`config.mk`:
```
export PLATFORM = sky130hd
export DESIGN_NAME = c3s_queue
export DESIGN_NICKNAME = d
export VERILOG_FILES = /design/src/sv/c3s_pkg.sv /design/src/sv/c3s_queue.sv
export SDC_FILE = /design/constraint.sdc
export NUM_CORES = 1
export LEC_CHECK = 0
export ABC_AREA = 1
export BUFFER_PORTS_ARGS = -buffer_cell sky130_fd_sc_hd__buf_4
export CAP_MARGIN = 5
export CORE_AREA = 2 2 310 312
export CTS_CLUSTER_SIZE = 16
export DETAILED_ROUTE_END_ITERATION = 10
export DIE_AREA = 0 0 312 314
export PLACE_DENSITY = 0.61
export SKIP_LAST_GASP = 1
export SLEW_MARGIN = 15
export SYNTH_ARGS = -nofsm -noshare
export SYNTH_HDL_FRONTEND = slang
export SYNTH_SLANG_ARGS = --single-unit
```
`constraint.sdc`:
```
create_clock -name i_clk -period 26.1 [get_ports i_clk]
set_input_delay 5.22 -clock i_clk [delete_from_list [all_inputs] [get_ports i_clk]]
set_output_delay 5.22 -clock i_clk [all_outputs]
set_load 0.05 [all_outputs]
```
`src/sv/c3s_pkg.sv`:
```
// c3s_pkg: shared types and widths for the 3x3 cramer solver
// no dependencies; imported by every module of the block
`timescale 1ns / 1ps

package c3s_pkg;

    localparam int FRAC_BITS = 16;
    localparam int W         = 32;              // field width
    localparam int PW        = 2 * W;           // 32x32 product
    localparam int MW        = PW + 1;          // 2x2 minor
    localparam int DW        = 98;              // signed 3x3 determinant
    localparam int MAGW      = DW - 1;          // determinant magnitude
    localparam int QW        = 32;              // quotient bits
    localparam int RW        = MAGW + QW + 1;   // divider remainder width
    localparam int NLANE     = 3;

    localparam logic [QW-1:0] POS_LIMIT = 32'h7FFF_FFFF;
    localparam logic [QW-1:0] NEG_LIMIT = 32'h8000_0000;

    typedef struct packed {
        logic signed [W-1:0] col_a_x;
        logic signed [W-1:0] col_a_y;
        logic signed [W-1:0] col_a_z;
        logic signed [W-1:0] col_b_x;
        logic signed [W-1:0] col_b_y;
        logic signed [W-1:0] col_b_z;
        logic signed [W-1:0] col_c_x;
        logic signed [W-1:0] col_c_y;
        logic signed [W-1:0] col_c_z;
        logic signed [W-1:0] rhs_x;
        logic signed [W-1:0] rhs_y;
        logic signed [W-1:0] rhs_z;
    } t_in_item;

    typedef struct packed {
        logic signed [W-1:0] sol_x;
        logic signed [W-1:0] sol_y;
        logic signed [W-1:0] sol_z;
        logic                singular;
        logic                overflow;
    } t_out_item;

    // classified item handed from front to back
    typedef struct packed {
        logic                        singular;
        logic [NLANE-1:0]            neg;
        logic [MAGW-1:0]             den;
        logic [NLANE-1:0][MAGW-1:0]  num;
    } t_cls_item;

    typedef struct packed {
        logic full;
        logic empty;
    } t_q_stat;

endpackage

```
`src/sv/c3s_queue.sv`:
```
// c3s_queue: two-entry queue of classified items between front and back
// depends on c3s_pkg
`timescale 1ns / 1ps

module c3s_queue import c3s_pkg::*; (
    input  logic      i_clk,
    input  logic      i_rst_n,
    input  logic      i_push,
    input  t_cls_item i_data,
    input  logic      i_pop,
    output t_q_stat   o_stat,
    output t_cls_item o_data
);

    t_cls_item  r_mem [2];
    logic       r_wp;
    logic       r_rp;
    logic [1:0] r_cnt;

    assign o_stat.full  = (r_cnt == 2'd2);
    assign o_stat.empty = (r_cnt == 2'd0);
    assign o_data       = r_mem[r_rp];

    always_ff @(posedge i_clk) begin
        if (!i_rst_n) begin
            r_wp  <= 1'b0;
            r_rp  <= 1'b0;
            r_cnt <= '0;
        end else begin
            if (i_push) r_wp <= !r_wp;
            if (i_pop)  r_rp <= !r_rp;
            r_cnt <= r_cnt + {1'b0, i_push} - {1'b0, i_pop};
        end
    end

    always_ff @(posedge i_clk) begin
        if (i_push) r_mem[r_wp] <= i_data;
    end

endmodule

```
* Yosys cells after proc, flatten, opt, wreduce, memory -nomap -nowiden
Memory sizes are Yosys's and may differ from the RTL's. A register that Yosys moved wholly into a read port is not among the register bits.
Index checks and enable logic that the tools add are counted.
** Word-level totals
- Bits of input ports :: 396
- Output and inout port bits :: 394
- Word-level logic and storage cells :: 14
- Memories :: 1
- Flip-flop bits (word level) :: 4
- Memory bits (writable) :: 784
** Cells by class
- Reductions and logical operators :: 3
- Mux-type cells :: 4
- Equal/unequal tests :: 1
- Add/subtract/negate cells :: 2
** Memory list
- r_mem :: words 2, width 392, read ports 1, clocked after Yosys merged registers in 1, wr ports 1, RTL line c3s_queue.sv:15 : t_cls_item r_mem [2];
** Operator list (number)
- two-way mux 1 bit :: 4
- adder 2 x 1 -> 2 bit :: 1
- == test 2 bit, second input constant :: 1
- logical NOT 1 bit :: 2
- logical NOT 2 bit :: 1
- subtractor 2 x 1 -> 2 bit :: 1

* Depth between registers and ports, before layout
Gate-level depths: netlist (run 1).
- Depth in word-level cells :: 3
- Mapped depth :: 7
- Gate-level depth less buffers :: 7

* Least setup slack after synthesis (run 1)
Ideal clock, no wire load.
- Kind :: input to register
- From :: in i_push
- To :: mem r_mem[0][0] in the netlist's numbering, enable pin
- Buffers on the path :: 0
- Path slack :: 3.307 ns
- Setup time :: 1.166 ns
- Data arrival time :: 21.627 ns
- Cell stages on the path :: 2
- Data required time :: 24.934 ns
- Path through :: inv_1 -> nor2_1
** Between the ends
- Word-level cells in the longest chain between the ends :: 2
** RTL lines
- start, declared :: RTL line c3s_queue.sv:8 : input logic i_push,
- two-way mux 1 bit :: RTL line c3s_queue.sv:37 : if (i_push) r_mem[r_wp] <= i_data;
- two-way mux 1 bit (not written as such) :: RTL line c3s_queue.sv:37
- end, declared :: RTL line c3s_queue.sv:15
No other way between the ends.

==> impl_metrics.py, run 1 <==
metrics = {
    "floorplan": {
        "row_count": 113,
        "coreArea_um2": 94400,
        "fp.dieW_um": 312,
        "fp.dieArea_um2": 98000,
        "io_pins": 790,
        "initial_utilization": 0.305,
        "die_h_um": 314,
    },
    "sta": {
        "slew_viol_final": 0,
        "tightest_slew_ns": 1.13,
        "min_period_over_period": 0.356,
        "relSlewSlack": 0.246,
        "rsz0062_at_grt": "false",
        "fin_ws_ns": 16.81,
        "fmax_mhz": 108,
        "final.setup.tns_ns": 0,
        "finalHoldViolCount": 0,
        "fin_crit_ns": 9.29,
        "finalSetupViolations": 0,
        "fin_skew_ns": 0.0190,
    },
    "final_layout": {
        "area_growth_pct": 33.8,
        "nets": 2495,
        "layout-drive-gt1-share": 0.603,
    },
    "worst_setup_path": {
        "path_cells": "buf_4 -> buf_4 -> mux2_2 -> buf_4",
        "crit_path_end_kind": "primary output",
        "slowest_delay_ns": 0.96,
        "worstPathMaxFanout": 75,
        "critPathRequiredTime_ns": 20.88,
        "crit_type": "flip-flop to primary output",
        "critPathSlowestCell": "buf_4",
        "cp_common_cell": "buf_4",
        "reg2reg_from": "r_wp$_SDFFE_PN0P_",
        "cp-start-kind": "flip-flop",
        "arrival_ns": 4.07,
    },
    "power_and_ir_drop": {
        "finalPower_mw": 3.07,
        "p_leak_nw": 14.2,
        "power_density_nw_per_um2": 79.7,
        "vdd_drop_max_uv": 60.9,
    },
    "status": {
        "outcome": "completed",
    },
    "global_route": {
        "grt_pass1_vias": 15900,
        "grt_max_degree": 152,
        "overflow": 0,
        "grt_pass1_wl_mm": 99.8,
        "antenna_found_initial": 9,
        "grt_use_total": 0.136,
    },
    "detailed_routing": {
        "ant_nets": 0,
        "dr.pass1.iters": 4,
        "vias": 14800,
        "wl_per_cell_um": 20.2,
        "viasPerCell": 4.32,
        "wl_mm": 69.5,
        "initialDrtViolationCount": 951,
        "route.detailed.drc": 0,
    },
    "yosys": {
        "syn_area_um2": 28800,
        "synth_area_leaders": "edfxtp_1 (82%), mux2_2 (14%), buf_6 (1.6%)",
        "yosysTopAreaCell": "edfxtp_1",
        "synthCells": 1253,
        "synth_seq_cells": 789,
        "syn-num-nets": 1651,
        "yosys.cell_types.count": 14,
        "yosysTopAreaCellShare": 0.818,
        "avgSynthCellArea_um2": 23.0,
        "ys_warn_count": 0,
        "ys_seq_area_frac": 0.821,
    },
    "clock_tree": {
        "cts.path.max_buffers": 3,
        "clkSinkCount": 789,
        "post_cts_buffers": 0,
        "ctsHtreeMaxLevel": 3,
        "cts_root_buf": "clkbuf_16",
        "cts.reportedPaths.clkPinSlew_ns": 0.06,
        "cts_tree": "yes",
        "cts_resized": 0,
        "hold_buffers": 0,
        "worstSkewPairLatency_ns": 0.65,
        "cts_made_buffers": 84,
    },
    "place": {
        "preCtsSetupSlack_ns": 16.93,
        "routabilityCongestion": 0.843,
        "hpwl_mm": 48.2,
        "io_buffers": 789,
    },
    "worst_hold_path": {
        "min-delay-start": "r_rp$_SDFFE_PN0P_",
        "hold_path.class": "flip-flop to flip-flop",
    },
    "run": {
        "maxCapViolCount": 0,
    },
}
-- power breakdown --
part / internal, mW / switching (mW)
Combinational: 0.165 / 0.319
Sequential: 1.47 / 0.0158
Clock: 0.620 / 0.479
-- critical path, delay by kind of cell, from the launching register on --
kind                   cells  cell delay (ns)
flip-flops                 1             0.73
buffers and inverters      3             2.07
multiplexers               1             0.46
-- cell families (layout without fill, tap and decap cells) --
kind of cell,Yosys count,in the layout,synth area share
AOI/OAI and AO/OA,1,1,0.000174
and+or+nand+nor,18,18,0.00239
buffers and inverters,51,962,0.0178
muxes,392,392,0.157
adders and majority gates,2,2,0.000869
DFF,789,789,0.821
other,0,6,0
-- routing by layer --
layer | global-route usage | wire [µm]
met1 | 0.141 | 24500
met2 | 0.243 | 37100
met3 | 0.0489 | 5500
met4 | 0.0651 | 2370
met5 | 0 | 65
-- final timing paths --
path	to	slack [ns]	cells after the start
max reg2reg	r_mem[0][330]$_DFFE_PP_	21.99	4
min reg2reg	r_rp$_SDFFE_PN0P_	0.49	2
min	r_rp$_SDFFE_PN0P_	0.49	2
max	o_data[227]	16.81	4
-- layout make-up --
cell class | instances | area (µm²)
Clock buffer | 106 | 2190
Multi-Input combinational cell | 413 | 4630
Timing Repair Buffer | 802 | 6050
Clock inverter | 47 | 353
Fill cell | 8505 | 55900
Inverter | 7 | 33.8
Antenna cell | 6 | 15.0
Sequential cell | 789 | 23600
Tap cell | 1265 | 1580
-- sequential cells by signal, indices dropped and copies added, names as in the netlist, named ones only --
signal / flops
r_wp: 1
r_cnt: 2
r_rp: 1
r_mem: 784
-- synth_stat cells --
| cell | count |
|---|---|
| edfxtp_1 | 784 |
| mux2_2 | 354 |
| buf_6 | 42 |
| mux2_4 | 30 |
| nor2_1 | 9 |
| mux2_1 | 8 |
| nand2_1 | 8 |
| inv_1 | 7 |
| dfxtp_1 | 5 |
| ha_1 | 2 |
| a21oi_1 | 1 |
| buf_2 | 1 |
| buf_4 | 1 |
| nand3_1 | 1 |
-- stage by stage --
stage / instances / hold slack (ns) / utilization / cell area (µm²)
floorplan: 1253 / 0.463 / - / 28800
global placement: 3276 / 0.475 / 0.381 / 35900
detailed placement: 3276 / 0.485 / 0.381 / 35900
CTS: 3429 / 0.498 / 0.408 / 38500
global route: 3434 / 0.550 / 0.408 / 38500
finish: 3435 / 0.491 / 0.408 / 38500
-- placed cells by master (no fill, tap or decap), drive strengths merged --
master and n:
buf 802, edfxtp 784, mux2 392, clkbuf 106
clkinv 35, inv 13, nor2 9, nand2 8
diode 6, dfxtp 5, clkinvlp 4, ha 2
bufinv 2, a21oi 1, nand3 1
Power figures use the tool's default switching activity.
==> run 2: changes to the inputs <==
ABC_AREA = 0   (was 1)
clock period = 8.83 ns   (was 26.1 ns; I/O delays follow)
==> run 2 against run 1 <==
Effect of this change:
- power increased to 3.1 times the previous value
- clock power rose to 3.1 times the previous value
- largest cell class unchanged
- clock skew is 0.0036 ns higher
- non-clock buffer count is the same
- critical endpoint is now o_data[77]
- global-route usage is 0.34 points higher
- setup slack got worse by 13 ns
==> impl_metrics.py, run 2 <==
metrics = {
    "yosys": {
        "yosys.cell_types.count": 16,
        "syn-num-nets": 1639,
        "yosysTopAreaCellShare": 0.818,
        "synth_seq_cells": 789,
        "synth.most_common_cell": "edfxtp_1",
        "avgSynthCellArea_um2": 23.2,
        "synthArstFlopShare": 0,
        "synth_area_leaders": "edfxtp_1 (82%), mux2_2 (14%), buf_6 (1.6%)",
        "synthCells": 1241,
        "ys_top_cells_by_count": "edfxtp_1 (784), mux2_2 (354), buf_6 (42), mux2_4 (30), mux2_1 (8)",
        "ys_warn_count": 0,
        "synth_top_flop_cell": "edfxtp_1",
        "ys_seq_area_frac": 0.821,
        "yosysTopAreaCell": "edfxtp_1",
        "synth_edf_count": 784,
        "syn_area_um2": 28800,
    },
    "power_and_ir_drop": {
        "p_int_mw": 6.91,
        "p_leak_nw": 14.2,
        "p_seq_frac": 0.466,
        "p_switching_mw": 2.51,
        "power_density_nw_per_um2": 243,
        "p_comb_frac": 0.171,
        "clockPowerShare": 0.363,
        "vdd_drop_max_uv": 171,
        "swShare": 0.266,
    },
    "sta": {
        "slew_viol_final": 0,
        "finalHoldViolCount": 0,
        "rsz0062_at_grt": "false",
        "finalSetupViolations": 0,
        "fin_crit_ns": 5.10,
        "relSlewSlack": 0.206,
        "final.setup.tns_ns": 0,
        "tightest_slew_ns": 1.19,
        "min_period_over_period": 0.578,
        "fin_skew_ns": 0.0226,
        "fmax_mhz": 196,
    },
    "final_layout": {
        "largest_reg_flops": 784,
        "final_cell_mix": "buf_4 (796), edfxtp_1 (784), mux2_2 (354)",
        "layout-drive-gt1-share": 0.608,
        "largestRegisters": "r_mem (784), r_cnt (2)",
        "final_common_cell": "buf_4",
        "area_growth_pct": 34.4,
        "fill_cells": 8540,
        "max_flop_register": "r_mem",
        "stdcell_area_um2": 38700,
        "nets": 2484,
    },
    "floorplan": {
        "initial_utilization": 0.305,
        "fp.dieArea_um2": 98000,
        "fp.dieW_um": 312,
        "row_count": 113,
        "coreArea_um2": 94400,
        "io_pins": 790,
        "die_h_um": 314,
    },
    "detailed_routing": {
        "dr.pass1.iters": 5,
        "initialDrtViolationCount": 1008,
        "viasPerCell": 4.35,
        "route.detailed.drc": 0,
        "wl_mm": 71.6,
        "ant_nets": 0,
        "vias": 14900,
        "wl_per_cell_um": 20.9,
    },
    "global_route": {
        "grt_pass1_vias": 16200,
        "overflow": 0,
        "grt_max_degree": 160,
        "grt_use_total": 0.139,
        "grt_pass1_wl_mm": 102,
        "antenna_found_initial": 10,
    },
    "clock_tree": {
        "cts.path.max_buffers": 3,
        "cts_tree": "yes",
        "cts_root_buf": "clkbuf_16",
        "post_cts_buffers": 0,
        "cts_made_buffers": 85,
        "ctsHtreeMaxLevel": 3,
        "cts.reportedPaths.clkPinSlew_ns": 0.06,
        "cts_resized": 0,
        "worstSkewPairLatency_ns": 0.64,
        "hold_buffers": 0,
        "clkSinkCount": 789,
    },
    "worst_setup_path": {
        "crit_type": "flip-flop to primary output",
        "arrival_ns": 3.34,
        "critPathRequiredTime_ns": 7.06,
        "cp-start-kind": "flip-flop",
        "worstPathMaxFanout": 130,
        "crit_path_end_kind": "primary output",
    },
    "worst_hold_path": {
        "hold_path.class": "flip-flop to flip-flop",
    },
    "place": {
        "io_buffers": 789,
        "place_area_um2": 36000,
        "hpwl_mm": 49.9,
        "routabilityCongestion": 0.847,
    },
    "run": {
        "maxCapViolCount": 0,
    },
    "status": {
        "outcome": "completed",
    },
}
[run 2: cell count changes after synthesis, sizes merged, moves of 4 or more]
| cell | before | now |
|---|---|---|
| and2 | 0 | 4 |
| inv | 7 | 2 |
| nand2 | 8 | 0 |
| nor2 | 9 | 1 |
| nor2b | 0 | 4 |
[run 2: cells by family (layout without fill, tap and decap cells)]
group	count (synthesis)	in the layout	share of synthesized area
other	0	7	0
and+or+nand+nor	9	9	0.00187
buffers and inverters	46	952	0.0171
muxes	392	392	0.157
DFF	789	789	0.821
xor gates and xnor gates	2	2	0.00109
adders and majority gates	2	2	0.000869
AOI/OAI and AO/OA	1	1	0.000261
[run 2: worst paths after layout]
check                                       start                      end  slack [ns]  cells after the start
worst max-delay path                    flip-flop               o_data[77]        3.73                      4
worst min-delay path            r_rp$_SDFFE_PN0P_                flip-flop        0.57                      2
worst max register to register  r_wp$_SDFFE_PN0P_  r_mem[1][184]$_DFFE_PP_        5.97                      3
worst min register to register  r_rp$_SDFFE_PN0P_                flip-flop        0.57                      2
[run 2: per-layer routing]
layer | vias up | GRT usage | wire (µm)
met3 | 146 | 0.0553 | 5850
met2 | 570 | 0.247 | 37700
li1 | 6678 | - | -
met1 | 7461 | 0.144 | 25400
met5 | - | 0 | 13
met4 | 2 | 0.0624 | 2660
[run 2: worst max-delay path, stage by stage, from the launching register on]
cell,delay (ns)
dfxtp_4,0.62
buf_12,0.51
buf_4,0.78
mux2_2,0.42
buf_4,0.19
[run 2: area by class of cell]
class	instances	area (µm²)	area share
diodes	7	17.5	0.000453
flip-flops and latches	789	23600	0.611
clock buffers	103	2260	0.0584
well taps	1265	1580	0.0409
multi-input cells	406	4650	0.120
clock inverters	45	419	0.0108
inverters	2	7.51	0.000194
repair buffers	802	6100	0.158
[run 2: through the flow]
stage / util / hold WS [ns] / power (mW) / worst slack, ns / instances
2_1_floorplan: - / 0.555 / 5.56 / 0.764 / 1241
3_3_place_gp: 0.381 / 0.555 / 6.06 / 4.40 / 3264
3_5_place_dp: 0.381 / 0.558 / 6.09 / 4.31 / 3264
4_1_cts: 0.409 / 0.570 / 9.53 / 3.61 / 3412
5_1_grt: 0.410 / 0.596 / 9.74 / 3.52 / 3419
6_report: 0.410 / 0.568 / 9.42 / 3.73 / 3419
[run 2: power by group through the flow]
stage | clock network (mW) | logic [mW] | registers (mW)
after floorplan | 0 | 1.08 | 4.48
after global placement | 0 | 1.60 | 4.46
after detailed placement | 0 | 1.62 | 4.47
after CTS | 3.52 | 1.62 | 4.39
after global routing | 3.67 | 1.67 | 4.41
final | 3.42 | 1.61 | 4.39
==> run 3: changes to the inputs <==
clock period = 4.78 ns   (was 8.83 ns; I/O delays follow)
==> run 3 against run 2 <==
Effect of this change:
- non-clock buffer count up 27
- register-to-register slack worse by 3.4 ns
- hold slack worse by 0.073 ns
- final cell count up 0.73%
- critical path depth down 1
- power up 83%
- flip-flop and latch count unchanged
- first-iteration DRC count down 18%
- routed wire length down 0.38%
- utilization up 0.19 points
- clock skew down 0.0030 ns
- via count up 0.47%
==> impl_metrics.py, run 3 (synthesis gave the netlist of run 2 again) <==
metrics = {
    "worst_hold_path": {
        "hold_path.class": "primary input to flip-flop",
        "min-delay-start": "i_data[251]",
        "whs_path_depth": 1,
        "hold_path_end": "r_mem[0][251]$_DFFE_PP_",
    },
    "detailed_routing": {
        "route.detailed.drc": 0,
        "ant_nets": 0,
        "wl_per_cell_um": 20.7,
        "initialDrtViolationCount": 826,
        "wl_mm": 71.4,
        "vias": 14900,
        "viasPerCell": 4.33,
        "dr.pass1.iters": 5,
    },
    "worst_setup_path": {
        "cp-start-kind": "flip-flop",
        "r2r-end": "r_mem[1][184]$_DFFE_PP_",
        "arrival_ns": 2.76,
        "worstPathMaxFanout": 70,
        "critPathRequiredTime_ns": 3.82,
        "r2r_setup_slack_ns": 2.60,
        "r2r_cells": 2,
        "reg2reg_from": "r_wp$_SDFFE_PN0P_",
        "crit_path_end_kind": "primary output",
        "crit_type": "flip-flop to primary output",
    },
    "power_and_ir_drop": {
        "p_leak_nw": 14.4,
        "p_seq_frac": 0.469,
        "swShare": 0.269,
        "power_density_nw_per_um2": 444,
        "finalPower_mw": 17.3,
        "p_comb_frac": 0.173,
        "vdd_drop_max_uv": 324,
        "p_switching_mw": 4.64,
        "p_int_mw": 12.6,
        "clockPowerShare": 0.357,
    },
    "sta": {
        "fmax_mhz": 269,
        "tightest_slew_ns": 0.965,
        "finalSetupViolations": 0,
        "finalHoldViolCount": 0,
        "fin_crit_ns": 3.72,
        "fin_skew_ns": 0.0197,
        "relSlewSlack": 0.356,
        "rsz0062_at_grt": "false",
        "min_period_over_period": 0.778,
        "fin_ws_ns": 1.06,
        "slew_viol_final": 0,
    },
    "clock_tree": {
        "clkSinkCount": 789,
        "cts_root_buf": "clkbuf_16",
        "ctsHtreeMaxLevel": 3,
        "cts.reportedPaths.clkPinSlew_ns": 0.06,
        "cts_resized": 0,
        "hold_buffers": 0,
        "cts_made_buffers": 84,
        "post_cts_buffers": 0,
        "worstSkewPairLatency_ns": 0.64,
        "cts_tree": "yes",
        "cts.path.max_buffers": 3,
    },
    "floorplan": {
        "io_pins": 790,
        "row_count": 113,
        "fp.dieW_um": 312,
        "die_h_um": 314,
        "initial_utilization": 0.305,
        "fp.dieArea_um2": 98000,
        "coreArea_um2": 94400,
    },
    "final_layout": {
        "largest_reg_flops": 784,
        "stdcell_area_um2": 38900,
        "largestRegisters": "r_mem (784), r_cnt (2)",
        "final_common_cell": "buf_4",
        "layout-drive-gt1-share": 0.612,
        "final_cell_mix": "buf_4 (819), edfxtp_1 (784), mux2_2 (354)",
        "fin_util": 0.412,
        "nets": 2510,
        "max_flop_register": "r_mem",
        "area_growth_pct": 35.0,
    },
    "run": {
        "maxCapViolCount": 0,
    },
    "place": {
        "routabilityCongestion": 0.849,
        "hpwl_mm": 50.6,
        "preCtsSetupSlack_ns": 1.60,
        "io_buffers": 789,
        "place_area_um2": 36200,
    },
    "global_route": {
        "grt_pass1_vias": 16100,
        "grt_pass1_wl_mm": 102,
        "grt_use_total": 0.139,
        "antenna_found_initial": 7,
        "grt_max_degree": 131,
        "overflow": 0,
    },
    "status": {
        "outcome": "completed",
    },
}
-- run 3: cell types whose count changed in the layout (fill, tap and decap cells not counted), moves of 2 or more --
cell,change
buf_4,+23
buf_12,+4
clkinv_1,+4
diode_2,-4
clkbuf_16,-3
clkinvlp_4,+2
-- run 3: metrics by stage --
| stage | hold slack, ns | setup TNS [ns] | instances |
|---|---|---|---|
| after floorplan | 0.555 | -1535.12 | 1241 |
| after global placement | 0.556 | 0 | 3291 |
| after detailed placement | 0.575 | 0 | 3291 |
| after CTS | 0.416 | 0 | 3441 |
| after global routing | 0.441 | 0 | 3444 |
| final | 0.495 | 0 | 3444 |
-- run 3: power groups by stage --
stage               clock (mW)  sequential, mW  combinational (mW)
finish                    6.17            8.11                2.99
global route              6.63            8.14                3.11
CTS                       6.38            8.11                3.02
detailed placement           0            8.26                3.01
global placement             0            8.24                2.99
floorplan                    0            8.27                2.00
-- run 3: worst max path at each step --
stage	startpoint	to	depth (start not counted)
5_1_grt	flip-flop	o_data[242]	3
6_report	flip-flop	o_data[246]	3
4_1_cts	flip-flop	o_data[246]	3
3_5_place_dp	flip-flop	o_data[246]	3
3_3_place_gp	flip-flop	o_data[246]	3
2_1_floorplan	i_push	r_mem[0][0]$_DFFE_PP_	1
-- run 3: layout make-up --
| type | count | area (µm²) |
|---|---|---|
| antenna | 3 | 7.51 |
| clock buffer | 99 | 2180 |
| clock inverter | 51 | 439 |
| fill | 8500 | 55600 |
| inverter | 2 | 7.51 |
| multi-input combinational | 406 | 4650 |
| sequential | 789 | 23600 |
| tap | 1265 | 1580 |
| timing repair buffer | 829 | 6350 |
-- run 3: worst max-delay path, stage by stage (launching register included) --
cell and delay (ns):
dfxtp_4 0.96, buf_12 0.42, mux2_2 0.49, buf_4 0.22
-- run 3: routing by layer --
metal	vias to the layer above	wire, µm	track usage
li1	6732	-	-
met4	0	2720	0.0663
met5	-	0	0
met1	7454	25600	0.149
met2	606	37200	0.247
met3	135	5830	0.0469
